`src/rtl/bsh_pkg.sv`:
```
`default_nettype none
package bsh_pkg;

    localparam int WORD_COUNT = 8;
    localparam int WORD_W = 64;
    localparam int FIFO_DEPTH_DEF = 4;
    localparam logic [7:0] ROUND_COUNT_RESET = 8'd32;
    localparam logic [63:0] MIX_MUL_A = 64'hd6e8feb86659fd93;
    localparam logic [63:0] MIX_MUL_B = 64'h9e3779b185ebca87;

    // op codes
    localparam logic [1:0] OP_ABSORB = 2'd0;
    localparam logic [1:0] OP_ABSORB_FINISH = 2'd1;
    localparam logic [1:0] OP_FINISH = 2'd2;
    localparam logic [1:0] OP_UNUSED = 2'd3;

    // classified item passed from front to back
    typedef struct packed {
        logic       absorb;
        logic       finish;
        logic [7:0] data_byte;
    } bsh_item_t;

    function automatic logic [63:0] rotl(input logic [63:0] x, input logic [5:0] amt);
        logic [6:0] rev;
        rev = 7'd64 - {1'b0, amt};
        if (amt == 6'd0) begin
            return x;
        end
        return (x << amt) | (x >> rev);
    endfunction

    // first half of the mixer, before the first multiply
    function automatic logic [63:0] mix_pre(input logic [63:0] x);
        logic [63:0] v;
        v = x;
        v = v ^ {v[46:0], v[63:47]};
        v = v ^ {v[12:0], v[63:13]};
        v = v ^ (v >> 32);
        return v;
    endfunction

    // middle of the mixer, between the two multiplies
    function automatic logic [63:0] mix_mid(input logic [63:0] x);
        logic [63:0] v;
        v = x;
        v = v ^ (v >> 29);
        v = v ^ {v[40:0], v[63:41]};
        return v;
    endfunction

endpackage
`default_nettype wire

```
`src/rtl/bsh_front.sv`:
```
`default_nettype none
module bsh_front
    import bsh_pkg::*;
#(
    parameter int FIFO_DEPTH = FIFO_DEPTH_DEF
) (
    input  wire logic      aclk,
    input  wire logic      aresetn,
    input  wire logic      s_tvalid,
    output logic           s_tready,
    input  wire logic [7:0] s_tdata,
    input  wire logic [1:0] s_tuser,
    output logic           item_valid,
    output bsh_item_t      item,
    input  wire logic      item_pop
);

    localparam int PTR_W = (FIFO_DEPTH > 1) ? $clog2(FIFO_DEPTH) : 1;
    localparam int CNT_W = $clog2(FIFO_DEPTH + 1);

    bsh_item_t        mem_reg [FIFO_DEPTH];
    logic [PTR_W-1:0] wr_ptr_reg, wr_ptr_next;
    logic [PTR_W-1:0] rd_ptr_reg, rd_ptr_next;
    logic [CNT_W-1:0] count_reg, count_next;
    logic             push;
    logic             pop;
    bsh_item_t        in_item;

    // classify the incoming transfer; unused op codes are dropped
    always_comb begin
        in_item.absorb    = (s_tuser == OP_ABSORB) || (s_tuser == OP_ABSORB_FINISH);
        in_item.finish    = (s_tuser == OP_ABSORB_FINISH) || (s_tuser == OP_FINISH);
        in_item.data_byte = s_tdata;
    end

    assign s_tready   = (count_reg != CNT_W'(FIFO_DEPTH));
    assign push       = s_tvalid && s_tready && (s_tuser != OP_UNUSED);
    assign item_valid = (count_reg != '0);
    assign pop        = item_pop && item_valid;
    assign item       = mem_reg[rd_ptr_reg];

    // pointer and fill count
    always_comb begin
        wr_ptr_next = wr_ptr_reg;
        rd_ptr_next = rd_ptr_reg;
        count_next  = count_reg;
        if (push) begin
            wr_ptr_next = (wr_ptr_reg == PTR_W'(FIFO_DEPTH - 1)) ? '0 : wr_ptr_reg + 1'b1;
        end
        if (pop) begin
            rd_ptr_next = (rd_ptr_reg == PTR_W'(FIFO_DEPTH - 1)) ? '0 : rd_ptr_reg + 1'b1;
        end
        if (push && !pop) begin
            count_next = count_reg + 1'b1;
        end else if (pop && !push) begin
            count_next = count_reg - 1'b1;
        end
    end

    always_ff @(posedge aclk) begin
        if (!aresetn) begin
            wr_ptr_reg <= '0;
            rd_ptr_reg <= '0;
            count_reg  <= '0;
        end else begin
            wr_ptr_reg <= wr_ptr_next;
            rd_ptr_reg <= rd_ptr_next;
            count_reg  <= count_next;
        end
    end

    // queue storage
    always_ff @(posedge aclk) begin
        if (push) begin
            mem_reg[wr_ptr_reg] <= in_item;
        end
    end

endmodule
`default_nettype wire

```
`config.mk`:
```
export PLATFORM = sky130hd
export DESIGN_NAME = bsh_front
export DESIGN_NICKNAME = d
export VERILOG_FILES = /design/src/rtl/bsh_pkg.sv /design/src/rtl/bsh_front.sv
export SDC_FILE = /design/constraint.sdc
export NUM_CORES = 1
export LEC_CHECK = 0
export BUFFER_PORTS_ARGS = -buffer_cell sky130_fd_sc_hd__clkbuf_2
export CORE_ASPECT_RATIO = 0.6
export CORE_MARGIN = 8
export CORE_UTILIZATION = 50
export CTS_CLUSTER_SIZE = 30
export DETAILED_ROUTE_END_ITERATION = 10
export PLACE_DENSITY = 0.84
export SLEW_MARGIN = 30
export SYNTH_ARGS = -nofsm -noshare
export SYNTH_HDL_FRONTEND = slang
export SYNTH_SLANG_ARGS = --single-unit
```
`constraint.sdc`:
```
create_clock -name aclk -period 2.1 [get_ports aclk]
set_input_delay 0.21 -clock aclk [delete_from_list [all_inputs] [get_ports aclk]]
set_output_delay 0.21 -clock aclk [all_outputs]
set_load 0.05 [all_outputs]
```
==> results of run 1 <==
==> logic make-up after synthesis <==
| group | share of synthesized area, % |
|---|---|
| fa+ha+maj | 6.70 |
| simple gates | 6.13 |
| buf+inv | 2.15 |
| mux | 12.9 |
| xor+xnor | 0.885 |
| flops | 69.7 |
| compound gates | 1.52 |
==> timing repair <==
item | in CTS | in global routing
gates resized for setup | 0 | 5
setup buffers | 0 | 1
endpoints found under the setup margin | 0 | 1
==> final timing paths <==
| check | end |
|---|---|
| max | count_reg[2] |
| max reg2reg | count_reg[2] |
| min | mem_reg[0][5] |
| min reg2reg | wr_ptr_reg[0] |
==> stage by stage <==
step,cell area (µm²),hold slack [ns],setup TNS (ns),setup WS (ns)
CTS,2310,0.113,0,0.0222
global route,2340,0.119,-0.0120,-0.0120
global placement,2200,0.422,0,0.0882
floorplan,2010,0.309,-0.0558,-0.0558
finish,2340,0.117,0,0.0664
detailed placement,2200,0.431,0,0.0436
==> worst max-delay path: cells and delay by family, from the launching register on <==
family / cells / cell delay [ns]
AOI/OAI and AO/OA: 1 / 0.11
DFF: 1 / 0.42
and+or+nand+nor: 3 / 0.70
adders and majority gates: 2 / 0.52
buffers and inverters: 1 / 0.04
xor gates and xnor gates: 1 / 0.17
==> placed cells by master (no fill, tap or decap), types with 2 or more instances in the layout <==
cell	n
and2_2	4
buf_4	5
clkbuf_2	25
clkbuf_8	5
dfxtp_1	6
dfxtp_4	2
edfxtp_1	40
ha_1	8
inv_1	4
mux2i_1	3
mux4_2	10
nand2_1	6
nand3_1	2
nor2_1	2
o21ai_0	3
==> layout make-up <==
class                   instances  area share (%)
multi-input cells              51            25.5
repair buffers                 30            6.96
well taps                      47            2.52
inverters                       5           0.803
flip-flops and latches         49            59.5
clock inverters                 3            1.77
clock buffers                   5            2.94
==> power by group through the flow <==
stage	Sequential, µW	Combinational [µW]	Clock [µW]
2_1_floorplan	1240	823	0
3_3_place_gp	1260	1000	0
3_5_place_dp	1280	1030	0
4_1_cts	1250	1030	666
5_1_grt	1270	1110	709
6_report	1260	1040	655
==> routing by layer <==
metal  up-vias  wire (µm)  global-route usage (%)
li1        476          -                       -
met1       507       1560                    14.1
met2        24       1610                    17.8
met3         6        146                    4.34
met4         0         56                    5.82
met5         -          0                       0
==> results.md, run 1 <==
Drt:
- The iteration count of the initial detailed-routing pass is 4.
- The routed design has 3380 µm of wire.
- The routed wirelength normalized by instance count is around 18 µm.
- In this run the remaining antenna-violating nets after routing total 0.
- After detailed routing, the number of vias per cell comes to 5.33.
- The count of vias placed by the detailed router is 1013.
- The DRC violation count after routing is 0.
- In this run, the number of DRC markers left after iteration 0 of detailed routing was 52.

Layout:
- After filler insertion, the fill cell instance count of the layout stands at 270.
- The finished layout holds 190 standard cells, fillers aside.
- Once layout is complete, the utilization of the core stands at 62.4%.
- Summing all flip-flop and latch instances after layout gives 0.00139 mm².
- The fraction of layout instances using a drive strength above 1 is ~45%.
- The layout-stage area growth over the synthesis result is 18.0%.
- 0 antenna diodes ended up in the layout.
- The flip-flop count of the largest register after layout is 40.
- At the end of the flow, the number of nets in the layout was 166.
- In the final layout, the multi-input gates occupy 597 µm².

Synthesis:
- By area the synthesized netlist is led by edfxtp_1 61%, mux4_2 11%, dfxtp_1 9.1%.
- The share of flip-flops with an asynchronous set or reset after synthesis is 0%.
- In this run the cell area of the synthesized design comes to 0.00198 mm².
- Among all flip-flop cells after synthesis, the most frequent one is edfxtp_1.
- The share of synthesized area in the top cell type comes to around three fifths.
- The number of nets in the synthesized netlist is 133.
- The leading cell type by number of instances after synthesis is edfxtp_1.
- In this run, synthesis inferred 40 flip-flops with an integrated enable.
- Of all cell types, the one taking the most synthesized area is edfxtp_1.
- The gate count of the mapped netlist is around 110.
- A synthesized cell averages approximately 18 µm².
- The count of distinct cell types in the synthesized netlist is 26.
- Sorting the synthesized cells by how often they occur yields 40 x edfxtp_1, 10 x mux4_2, 9 x dfxtp_1, 9 x ha_1, 6 x nand2_1.
- Sequential elements use a little over two thirds of the synthesized area.
- The number of warnings issued by yosys is 0.
- In this run, synthesis produced a sequential element count of 49.

Floorplanning:
- The die is 64.8 µm tall.
- Measured along the x axis, the die boundary spans 97.3 µm.
- The core region is 0.00374 mm².
- The floorplan has 17 rows.
- The floorplan step defined a die boundary enclosing 0.00630 mm².
- For this design the top-level I/O count stands at 26.
- The initial utilization of the core area, before any placement, comes to 52.9%.

Pwr:
- The part of the power in combinational logic is 35.1%.
- The clock network accounts for 22.2% of the total power.
- The final total power is 2950 µW.
- Across the VDD grid, the largest voltage drop is 0.000786 V.
- The cell leakage power is 0.000857 µW.
- The net switching power figure is 1040 µW.
- The power per cell area is 1260 mW/mm².
- The cell-internal power is around 1900 µW.
- The proportion of power drawn by flip-flops and latches is 42.7%.
- Net switching is 35.2% of the power.

STA:
- The worst clock skew is roughly 0.0072 ns.
- Headroom to the max-slew limit came out at about two thirds.
- The final critical-path share of the clock period is 96.8%.
- The count of final hold-check violations is 0.
- The max-slew violation count is 0.
- The worst path in the final design needs a cycle of 2.03 ns, including I/O delays and setup.
- Setup violations remaining at the end of the flow were counted as 0.
- The actual slew at the worst max-slew pin is 0.511 ns.
- The highest clock rate is 492 MHz.

Critical path:
- The path depth of the worst reg2reg path is 8.
- The classification of the worst setup path is reg2reg.
- The capturing element type of the critical path is a register.
- In this run the worst path has a maximum fanout of 5.
- STA classifies the critical path startpoint as a register.
- The highest cell delay on the worst timing path is 0.42 ns.
- Tracing the worst setup path back leads to its startpoint at count_reg[0].
- The signal on the critical path passes through or3b_4 -> and3b_2 -> ha_4 -> inv_2 -> fa_2 -> xor2_1 -> or3_4 -> a21boi_2.
- The required arrival time at the worst endpoint is 2.33 ns.
- Among all stages on the critical path, the largest delay is contributed by dfxtp_2.
- The reg-to-reg setup timing slack is 0.07 ns.
- The data arrival at the endpoint of the critical path is 2.27 ns.
- The startpoint of the worst register-to-register path is count_reg[0].

Run status:
- The run finished with clean final reports.

Clocking:
- At the later pin of the worst-skew pair, clock insertion delay measures 0.30 ns.
- TritonCTS built the clock tree.
- The number of hold-repair buffers added at the cts stage is 0.
- The cell at the root of the clock tree is clkbuf_8.
- The H-tree generated during clock tree synthesis spans 2 levels.
- The tree built by TritonCTS fans out to 49 sinks.
- The clock slew seen by the registers of the worst setup and hold paths is around 0.080 ns.
- Counting the buffers created by CTS gives 5.
- The maximum clock insertion buffer count is 2.

Placement:
- The congestion estimate from routability-driven global placement came to between 0.6 and 0.7.
- The number of instances in the placed design is approximately 180.
- The HPWL after detailed placement is 2350 µm.
- The count of buffers inserted at the top-level ports is 25.

GRT:
- The maximum number of pins on one net before global-route repair is 16.
- Summed over all layers, the global routing overflow is 0.
- The first-pass GRT wire length is roughly 5600 µm.
- The global-route usage over all layers is 11.5%.
- The initial antenna violation count is 0.
- The number of global-route vias before repair is 1077.

Hold path:
- The min-delay analysis places its worst path in the category in2reg.
- Along the worst hold path, the cell count comes to 1.
- The startpoint identified for the worst hold timing path is s_tdata[5].

Job:
- The number of max-cap violations is 0.
(Power assumes the default switching activity.)
==> inputs of run 2 (changes only) <==
- ABC_AREA: not set -> 1
- CORE_UTILIZATION: 50 -> 51
- CTS_CLUSTER_DIAMETER: not set -> 100
- PLACE_DENSITY: 0.84 -> 0.85
==> results.md, run 2 <==
Clocking:
- The CTS tree is done.
- The number of gates resized after CTS is 0 (unchanged).
- The clock latency on the worst-skew pair is 0.30 ns (about the same).
- The cell at the root of the clock tree is clkbuf_8.
- The buffer count from post-CTS setup fixing is 0 (unchanged).
- The number of H-tree levels is 2 (unchanged).
- The sink count of the clock tree was 49 (unchanged).
- The number of buffers added by the clock tree synthesis step is 5 (unchanged).
- The maximum clock insertion buffer count is 2 (unchanged).
- The number of hold-repair buffers added at the cts stage is 0 (unchanged).
- The clock slew seen by the registers of the worst setup and hold paths came to 0.08 ns (about the same).

Placement:
- The final weighted congestion in routability-driven placement is 0.792 (+14%).
- The HPWL after detailed placement is 2560 µm (+8.8%).
- The total placed instance area is 0.00226 mm² (+2.9%).
- The count of buffers inserted at the top-level ports is 25 (unchanged).

Synthesis:
- The proportion of synthesized chip area in sequential cells is 67.2% (-2.6 points).
- The gate count of the mapped netlist is 175 (+61%).
- The mean post-synth cell area is 11.8 µm² (-35%).
- The share of flip-flops with an asynchronous set or reset after synthesis was 0% (unchanged).
- The leading cell type by number of instances after synthesis is edfxtp_1.
- The post-synthesis share of cell area spent on full adders, half adders and majority gates came to 6.45% (-0.25 points).
- The number of synthesized register bits is 49 (unchanged).
- The area fraction in compound gates after synthesis is 9.12% (+7.6 points).
- The cell area after technology mapping was 0.00206 mm² (+3.9%).
- The number of synthesized flops with an enable pin is 40 (unchanged).
- The fraction of the mapped netlist area in simple logic gates is 12.4% (+6.3 points).
- The share of synthesized area spent on multiplexers is 0% (-13 points).
- The count of distinct cell types in the synthesized netlist is 19 (-27%).
- The share of the synthesized area in the top cell type was 58.4% (-2.3 points).
- By count the netlist is led by 40 x edfxtp_1, 33 x nor2_1, 22 x o21ai_0, 20 x inv_1.
- By area, the combinational part of the netlist is dominated by simple AND/OR/NAND/NOR gates.
- The synthesized design spends more area on one cell type than any other, namely edfxtp_1.
- After synthesis, the cell types taking the most area are edfxtp_1 58%, dfxtp_1 8.8%, nor2_1 6.0%.
- The number of warnings issued by yosys is 0 (unchanged).
- The synthesized netlist net count was 199 (+50%).
- The xor and xnor fraction of the mapped netlist area is 0% (-0.88 points).
- The most used flip-flop cell after synthesis is edfxtp_1.

Floorplanning:
- The area of the die is 0.00639 mm² (+1.4%).
- The total number of placement rows is 18 (+1).
- The starting utilization of the core area came to 51.6% (-1.3 points).
- The x dimension of the die is 98.0 µm (+0.76%).
- The height of the die is 65.2 µm (+0.69%).
- The number of top-level pins is 26 (unchanged).
- The core box area is 0.00399 mm² (+6.5%).

Drt:
- The number of vias per cell is 5.12 (-3.9%).
- The DRC violation count after routing is 0 (unchanged).
- The count of vias placed by the detailed router is 1327 (+31%).
- The initial detailed-routing violation count is 88 (+69%).
- The iteration count of the initial detailed-routing pass is 4 (unchanged).
- The routed wirelength normalized by instance count is 14.0 µm (-21%).
- The final wirelength came to 3630 µm (+7.3%).
- The remaining number of nets flagged by the antenna check after routing is 0 (unchanged).

Critical path:
- The data arrival at the endpoint of the critical path is 1.69 ns (-0.58 ns).
- The startpoint of the worst register-to-register path is count_reg[1].
- The critical path goes through inv_1 -> o21ai_0 -> o22ai_1 -> clkbuf_2.
- The biggest fanout along the worst timing path is 20 (+15).
- The worst setup path is captured at a primary output.
- The highest cell delay on the worst timing path was 0.41 ns (about the same).
- The required arrival time at the worst endpoint is 1.89 ns (-0.44 ns).
- The startpoint type of the worst setup path is a register.
- The classification of the worst setup path is reg2out.
- The slowest stage of the critical path is the inv_1 cell.

Layout:
- The antenna diode count is 0 (unchanged).
- The flip-flop count of the largest register after layout is 40 (unchanged).
- The area of all placed cells without fillers came to 0.00237 mm² (+1.6%).
- The count of fill cells added during filler insertion is 322 (+19%).
- The library cells used most frequently in the layout, excluding fill and tap cells, are 40 x edfxtp_1, 33 x nor2_1, 25 x clkbuf_2.
- The leading cell type in the layout, fill and taps excluded is edfxtp_1.
- The total number of nets in the final design is 232 (+40%).
- From synthesis to final layout, the design area changed by 15.5%.
- The fraction of layout instances using a drive strength above 1 is 23.0% (-22 points).

STA:
- The count of final hold-check violations is 0 (unchanged).
- The sum of negative setup slack was 0 ns (unchanged).
- The final critical-path required period is 1.90 ns (-0.133 ns).
- The max-slew violation count is 0 (unchanged).
- The relative slew slack is 63.2% (-2.7 points).
- The highest clock rate is 526 MHz (+7.0%).
- The final critical-path share of the clock period is 90.5% (-6.3 points).
- The number of setup violations in the final report is 0 (unchanged).
- Setup repair after global routing left no endpoint under its margin.
- The actual slew at the worst max-slew pin is 0.552 ns (+0.0408 ns).
- The worst clock skew was 0.00797 ns (+0.000747 ns).

Hold path:
- The startpoint identified for the worst hold timing path is s_tdata[1].
- The type of the most critical hold path is in2reg.

Pwr:
- The power per cell area came to 1380 mW/mm² (+9.0%).
- The peak ir drop on the vdd network is 0.000661 V (-16%).
- The cell leakage power was 0.000959 µW (+12%).
- The final total power came to 3270 µW (+11%).

GRT:
- The first-pass GRT wire length came to 5930 µm (+6.6%).
- The global-route usage over all layers came to 12.5% (+0.91 points).
- The maximum number of pins on one net before global-route repair is 21 (+5).
- The total global routing overflow is 0 (unchanged).
- The number of global-route vias before repair was 1252 (+16%).
- The initial antenna violation count was 0 (unchanged).

Job:
- The number of max-cap violations is 0 (unchanged).

Run status:
- The run finished with clean final reports.
## run 2: changes by cell type after synthesis, sizes merged, moves of 5 or more
cell,change
nor2,+34
o21ai,+19
inv,+15
mux4,-10
o22ai,+10
nand2,+9
and2,-5
## run 2: area by class of cell
cell class / count / area [µm²] / area share, %
sequential: 49 / 1380 / 58.2
multi-input combinational: 101 / 576 / 24.2
timing repair buffer: 31 / 170 / 7.17
inverter: 20 / 75.1 / 3.16
clock buffer: 5 / 68.8 / 2.90
tap: 50 / 62.6 / 2.63
clock inverter: 3 / 41.3 / 1.74
## run 2: final timing paths
| kind | end | slack (ns) | cells after the start |
|---|---|---|---|
| setup / recovery | item[3] | 0.20 | 4 |
| setup reg to reg | count_reg[1] | 0.30 | 9 |
| hold / removal | mem_reg[0][1] | 0.12 | 1 |
| hold reg to reg | count_reg[0] | 0.55 | 2 |
## run 2: logic make-up (layout without fill, tap and decap cells)
| group | after synthesis | in the layout |
|---|---|---|
| buffers and inverters | 25 | 59 |
| and+or+nand+nor | 56 | 56 |
| adders and majority gates | 10 | 10 |
| AOI/OAI and AO/OA | 35 | 35 |
| DFF | 49 | 49 |
## run 2: power by group
| part | internal [µW] | leakage, µW | total [µW] | switching, µW |
|---|---|---|---|---|
| sequential | 1190 | 0.000439 | 1280 | 92.5 |
| clock | 350 | 0.0000518 | 655 | 304 |
| combinational | 343 | 0.000468 | 1340 | 994 |
| total | 1880 | 0.000959 | 3270 | 1390 |
## run 2: layer usage
layer | vias to the layer above | share of wire (%) | track usage [%]
met5 | - | 0 | 0
met4 | 0 | 2.4 | 7.51
met3 | 8 | 6.9 | 4.11
met2 | 38 | 45 | 19.2
met1 | 618 | 46 | 15.2
li1 | 663 | - | -
## run 2: stage by stage
stage                     utilization (%)  hold WS (ns)  std cells  worst slack, ns
final                                59.6         0.120        259            0.199
after global routing                 59.6         0.108        259           0.0579
after CTS                            59.6         0.111        259            0.212
after detailed placement             56.8         0.433        251            0.274
after global placement               56.8         0.430        251            0.314
after floorplan                         -         0.309        175            0.215
## run 2: critical path: cells and delay by family (launching register included)
family / cells / cell delay, ns
AO/OA/AOI/OAI: 2 / 0.34
buffers and inverters: 2 / 0.73
flip-flops: 1 / 0.32
